[config.mk]
export PLATFORM = sky130hd
export DESIGN_NAME = fsgd_ctrl
export DESIGN_NICKNAME = d
export VERILOG_FILES = /design/src/fsgd_pkg.sv /design/src/fsgd_ctrl.sv
export SDC_FILE = /design/constraint.sdc
export NUM_CORES = 1
export LEC_CHECK = 0
export ABC_AREA = 1
export BUFFER_PORTS_ARGS = -buffer_cell sky130_fd_sc_hd__buf_2
export CORE_AREA = 2 2 39 41
export DETAILED_ROUTE_END_ITERATION = 7
export DIE_AREA = 0 0 41 43
export SYNTH_ARGS = -nofsm -noshare
export SYNTH_HDL_FRONTEND = slang
export SYNTH_SLANG_ARGS = --single-unit
[constraint.sdc]
create_clock -name i_clk -period 2.6 [get_ports i_clk]
set_clock_uncertainty 0.15 [all_clocks]
set_input_delay 0.78 -clock i_clk [delete_from_list [all_inputs] [get_ports i_clk]]
set_output_delay 0.78 -clock i_clk [all_outputs]
set_load 0.02 [all_outputs]
[src/fsgd_pkg.sv]
// Shared types, constants and quantiser tables for the gray error-diffusion dither.
// Used by the datapath, the controller and the top level; depends on nothing.
package fsgd_pkg;

    localparam int PIX_W          = 8;
    localparam int ERR_W          = 9;
    localparam int LEVEL_BITS_W   = 4;
    localparam int LINE_WIDTH_W   = 12;
    localparam int CFG_IDX_W      = 1;
    localparam int CFG_DATA_W     = 12;
    localparam int RECIP_W        = 16;
    localparam int MAX_WIDTH_DEFAULT = 2048;

    localparam logic [CFG_IDX_W-1:0]    CFG_LEVEL_BITS   = 1'b0;
    localparam logic [CFG_IDX_W-1:0]    CFG_LINE_WIDTH   = 1'b1;
    localparam logic [LEVEL_BITS_W-1:0] LEVEL_BITS_RESET = 4'd1;
    localparam logic [LINE_WIDTH_W-1:0] LINE_WIDTH_RESET = 12'd640;

    typedef enum logic [2:0] {
        SHARE_NONE,
        SHARE_UL,
        SHARE_UP,
        SHARE_UR,
        SHARE_LEFT
    } t_share;

    typedef struct packed {
        logic   load;
        logic   rd_top;
        logic   cap_up;
        logic   cap_ur;
        t_share share;
        logic   quant_est;
        logic   quant_fix;
        logic   commit;
    } t_dp_cmd;

    typedef struct packed {
        logic col_zero_next;
    } t_dp_status;

    // Quantiser step, 255 div (2^bits - 1); zero bits acts as one, above eight as eight.
    function automatic logic [PIX_W-1:0] step_of(input logic [LEVEL_BITS_W-1:0] bits);
        logic [PIX_W-1:0] s;
        unique case (bits)
            4'd0, 4'd1: s = 8'd255;
            4'd2:       s = 8'd85;
            4'd3:       s = 8'd36;
            4'd4:       s = 8'd17;
            4'd5:       s = 8'd8;
            4'd6:       s = 8'd4;
            4'd7:       s = 8'd2;
            default:    s = 8'd1;
        endcase
        return s;
    endfunction

    // Highest multiple of the step that stays within 255.
    function automatic logic [PIX_W-1:0] top_of(input logic [LEVEL_BITS_W-1:0] bits);
        logic [PIX_W-1:0] t;
        unique case (bits)
            4'd0, 4'd1: t = 8'd255;
            4'd2:       t = 8'd255;
            4'd3:       t = 8'd252;
            4'd4:       t = 8'd255;
            4'd5:       t = 8'd248;
            4'd6:       t = 8'd252;
            4'd7:       t = 8'd254;
            default:    t = 8'd255;
        endcase
        return t;
    endfunction

    // floor(2^16 / (2 * step)); the estimate it gives is never high and at most one low.
    function automatic logic [RECIP_W-1:0] recip_of(input logic [LEVEL_BITS_W-1:0] bits);
        logic [RECIP_W-1:0] m;
        unique case (bits)
            4'd0, 4'd1: m = 16'd128;
            4'd2:       m = 16'd385;
            4'd3:       m = 16'd910;
            4'd4:       m = 16'd1927;
            4'd5:       m = 16'd4096;
            4'd6:       m = 16'd8192;
            4'd7:       m = 16'd16384;
            default:    m = 16'd32768;
        endcase
        return m;
    endfunction

endpackage

[src/fsgd_ctrl.sv]
// Controller of the dither: sequences reads, shares, quantiser and commit per pixel.
// Depends on fsgd_pkg.
module fsgd_ctrl
    import fsgd_pkg::*;
(
    input  logic       i_clk,
    input  logic       i_rst_n,
    input  logic       i_valid,
    output logic       o_ready,
    output logic       o_valid,
    input  logic       i_ready,
    input  t_dp_status i_status,
    output t_dp_cmd    o_cmd
);

    typedef enum logic [3:0] {
        S_IDLE,
        S_RD_TOP,
        S_RD_NEXT,
        S_SH_UL,
        S_SH_UP,
        S_SH_UR,
        S_SH_LEFT,
        S_Q_EST,
        S_Q_FIX,
        S_COMMIT
    } t_state;

    t_state r_state, n_state;
    logic   r_in_ready, n_in_ready;
    logic   r_out_valid, n_out_valid;
    logic   slot_free;

    always_comb begin
        slot_free   = !r_out_valid || i_ready;
        n_state     = r_state;
        n_out_valid = r_out_valid && !i_ready;
        o_cmd       = '0;
        o_cmd.share = SHARE_NONE;
        unique case (r_state)
            S_IDLE: begin
                if (i_valid && r_in_ready) begin
                    o_cmd.load = 1'b1;
                    n_state    = i_status.col_zero_next ? S_RD_TOP : S_RD_NEXT;
                end
            end
            S_RD_TOP: begin
                o_cmd.rd_top = 1'b1;
                n_state      = S_RD_NEXT;
            end
            S_RD_NEXT: begin
                o_cmd.cap_up = 1'b1;
                n_state      = S_SH_UL;
            end
            S_SH_UL: begin
                o_cmd.cap_ur = 1'b1;
                o_cmd.share  = SHARE_UL;
                n_state      = S_SH_UP;
            end
            S_SH_UP: begin
                o_cmd.share = SHARE_UP;
                n_state     = S_SH_UR;
            end
            S_SH_UR: begin
                o_cmd.share = SHARE_UR;
                n_state     = S_SH_LEFT;
            end
            S_SH_LEFT: begin
                o_cmd.share = SHARE_LEFT;
                n_state     = S_Q_EST;
            end
            S_Q_EST: begin
                o_cmd.quant_est = 1'b1;
                n_state         = S_Q_FIX;
            end
            S_Q_FIX: begin
                o_cmd.quant_fix = 1'b1;
                n_state         = S_COMMIT;
            end
            S_COMMIT: begin
                if (slot_free) begin
                    o_cmd.commit = 1'b1;
                    n_out_valid  = 1'b1;
                    n_state      = S_IDLE;
                end
            end
            default: begin
                n_state = S_IDLE;
            end
        endcase
        n_in_ready = (n_state == S_IDLE);
    end

    always_ff @(posedge i_clk) begin
        if (!i_rst_n) begin
            r_state     <= S_IDLE;
            r_in_ready  <= 1'b1;
            r_out_valid <= 1'b0;
        end else begin
            r_state     <= n_state;
            r_in_ready  <= n_in_ready;
            r_out_valid <= n_out_valid;
        end
    end

    assign o_ready = r_in_ready;
    assign o_valid = r_out_valid;

endmodule

# ---- Word-level counts from Yosys, hierarchy flattened
# Cells that the tools add are included.
# W data, S select, Z words.
dict set report word_totals {
  ff_bits 6
  in_bits 5
  out_inout_bits 12
  wordCells 35
}
dict set report op_classes {
  n_eq_ne 9
  n_mux 16
  n_reduce_logical 7
}
# operator count
set op_table {}
lappend op_table {{$pmux W4 S10} 1}
lappend op_table {{$eq A4 B3 Y1 const B} 4}
lappend op_table {{$pmux W3 S4} 1}
lappend op_table {{$mux W1} 11}
lappend op_table {{$eq A4 B2 Y1 const B} 2}
lappend op_table {{$eq A4 B4 Y1 const B} 2}
lappend op_table {{$logic_not A4 Y1} 2}
lappend op_table {{$mux W4} 2}
lappend op_table {{$eq A4 B1 Y1 const B} 1}
lappend op_table {{$logic_and A1 B1 Y1} 2}
lappend op_table {{$logic_not A1 Y1} 2}
lappend op_table {{$mux W2} 1}
lappend op_table {{$logic_or A1 B1 Y1} 1}

# ---- Longest topological paths before layout
dict set report depth {
  word_depth 5
  ltp_mapped 9
  mapped_depth_nobuf 9
}

# ---- Least setup slack after synthesis
# No wires, ideal clock.
dict set report synth_path {
  kind {input to output}
  startpoint {input port i_valid}
  endpoint {output port o_cmd[9] in the netlist's numbering}
  arrival_ns 1.136
  required_ns 1.670
  path_slack_ns 0.534
  path_stages 2
  path_buffers 0
  cell_sequence {nand2_1 nor2_2}
}
# element line_no
set synth_lines {}
lappend synth_lines {{start: declaration} fsgd_ctrl.sv:8} ;# input logic i_valid,
lappend synth_lines {{end: declaration} fsgd_ctrl.sv:13} ;# output t_dp_cmd o_cmd

==> results.ini <==
[run_status]
outcome = completed

[global_route]
grt_max_degree = 7
grt_overflow = 0
grt_usage_pct = 11.2
grt_pass1_vias = 374
antenna_found_initial = 0
grt_pass1_wl_mm = 1.28

[critical_path]
critPathMaxStageDelay_ns = 0.19
critPathLaunch = i_ready
crit_family = simple AND/OR/NAND/NOR gates
ff2ff_setup_slack_ns = 1.25
cpMaxStageDelayCell = nor2_1
r2r-start = r_state[0]
start_kind = input port
cp-end-kind = output pin
worstPathRequired_ns = 1.67
crit_fanout = 3
path_cells = buf_2, nor2_1, nor2_1, buf_2
r2r_cells = 9
crit_end = o_cmd[0]
worst-path-stages = 4
worst-endpoint-arrival_ns = 1.29
r2r_end = o_ready
critPathKind = input port to output pin
cp_num_buf_inv = 2

[power]
p_per_area_nw_per_um2 = 1010
power_leakage_nw = 0.350
ir_drop_mv = 0.332

[final_layout]
antenna_cells = 0
nets = 97
post-route-util_pct = 38.2
area_delta_synth_final_pct = 30.2
fin_area_um2 = 529
drive_gt1_share_pct = 33.3

[clock_network]
cts_root_buffer = clkbuf_4
cts_htree_levels = 1
numCtsBuffers = 3
cts_setup_buffers = 0
cts_buffer_depth = 2
clk_pin_slew_ns = 0.04
clkLatencyLatePin_ns = 0.24
cts_resized = 0
cts.sinks = 6
hold_buffers = 0
cts_tree = yes

[yosys]
yosys-top-cells-area = dfxtp_1 (30%), nand2_1 (18%), inv_1 (15%)
syn_area_um2 = 407
yosysWarnings = 0
synth_cell_types = 12
yosysTopAreaCell = dfxtp_1
avgSynthCellArea_um2 = 5.73
synthCells = 71
synth.top_cell.area_share_pct = 29.5
yosysSeqAreaShare_pct = 29.5
syn_nets = 76
ys_ff_latch = 6

[placement]
dpl_cell_area_um2 = 507
gp_congestion = 0.748
io_buffers = 16
dp_hpwl_um = 703

[route]
via_count = 452
wl_um = 815
firstDrtPassIters = 4
drtIter0Drc = 1
ant_nets = 0
drc = 0
wl_per_cell_um = 7.69
vias_per_cell = 4.26

[min_path]
hp-class = flip-flop to flip-flop
whs_path_depth = 4

[timing]
hold_viol_final = 0
setup_viol = 0
final_max_slew_viol_count = 0
timing.final.crit_share_pct = 85.4
max_freq_mhz = 450
period_needed_ns = 2.22
whs_ns = 0.403
fin_setup_tns_ns = 0
tightest_slew_ns = 0.246
rsz0062_at_grt = false
slew_headroom_pct = 83.6

[floorplanning]
ios = 17
die-area_um2 = 1760
die_height_um = 43
die_w_um = 41
core_area_um2 = 1380
start_util_pct = 29.4
row_count = 14

[run]
cap_violations = 0

==> power by group <==
| part | switching [W] | total [W] | internal [W] |
|---|---|---|---|
| clock network | 0.0000318 | 0.0000839 | 0.0000521 |
| logic | 0.000195 | 0.000296 | 0.000101 |
| registers | 0.0000371 | 0.000157 | 0.000120 |
| total | 0.000264 | 0.000537 | 0.000273 |
==> logic make-up (layout without fill, tap and decap cells) <==
family | after synthesis | after routing | share of synthesized area, %
and+or+nand+nor | 40 | 40 | 43.1
AOI/OAI and AO/OA | 6 | 6 | 9.85
DFF | 6 | 6 | 29.5
buffers and inverters | 19 | 38 | 17.5
==> state kept, by name, indices dropped and copies added (netlist names) <==
name and cells:
r_state 4, o_ready 1, o_valid 1
==> metal layers <==
metal	vias up	global-route usage, %	wire, µm
li1	251	-	-
met1	187	11.3	370
met4	0	10.0	14
met3	2	3.14	36
met2	12	17.2	393
met5	-	0	0
==> how the worst min path moves through the flow <==
stage / from / end
final: o_valid / o_valid
after global routing: o_valid / o_valid
after CTS: o_valid / o_valid
after detailed placement: o_valid / o_valid
after global placement: o_valid / o_valid
after floorplan: r_state[2] / o_valid
==> worst register-to-register path, cell delays in order (launching register included) <==
cell and delay (ns):
dfxtp_1 0.45, inv_2 0.08, nor2_2 0.16, nand3_2 0.09, nand2_1 0.07, inv_1 0.04, nand2_1 0.05, nand2_1 0.06
nand2_1 0.06, nor2_1 0.04
==> metrics by stage <==
step	worst slack (ns)	total power [W]	std cells
floorplan	0.534	0.000380	71
global placement	0.395	0.000453	103
detailed placement	0.381	0.000458	103
CTS	0.373	0.000542	106
global route	0.263	0.000597	106
finish	0.380	0.000537	106
==> placed cells by master (no fill, tap or decap), drive strengths merged <==
cell    instances
nor3            3
dfxtp           6
o21a            1
nand3           3
clkbuf          3
nor2           15
o21ai           2
inv            19
nand2          19
a21oi           3
buf            16
==> cell type report <==
class                      count  area (µm²)
multi-input combinational     46         215
inverter                      19        71.3
clock buffer                   3        22.5
fill                         156         855
sequential                     6         120
timing repair buffer          16        80.1
tap                           16        20.0
==> cells in the mapped netlist (all sizes together) <==
library cell	number
nand2	19
nor3	3
inv	19
nor2	15
a21oi	3
o21ai	2
dfxtp	6
nand3	3
o21a	1
No activity file was read; power rests on OpenSTA's default activity.
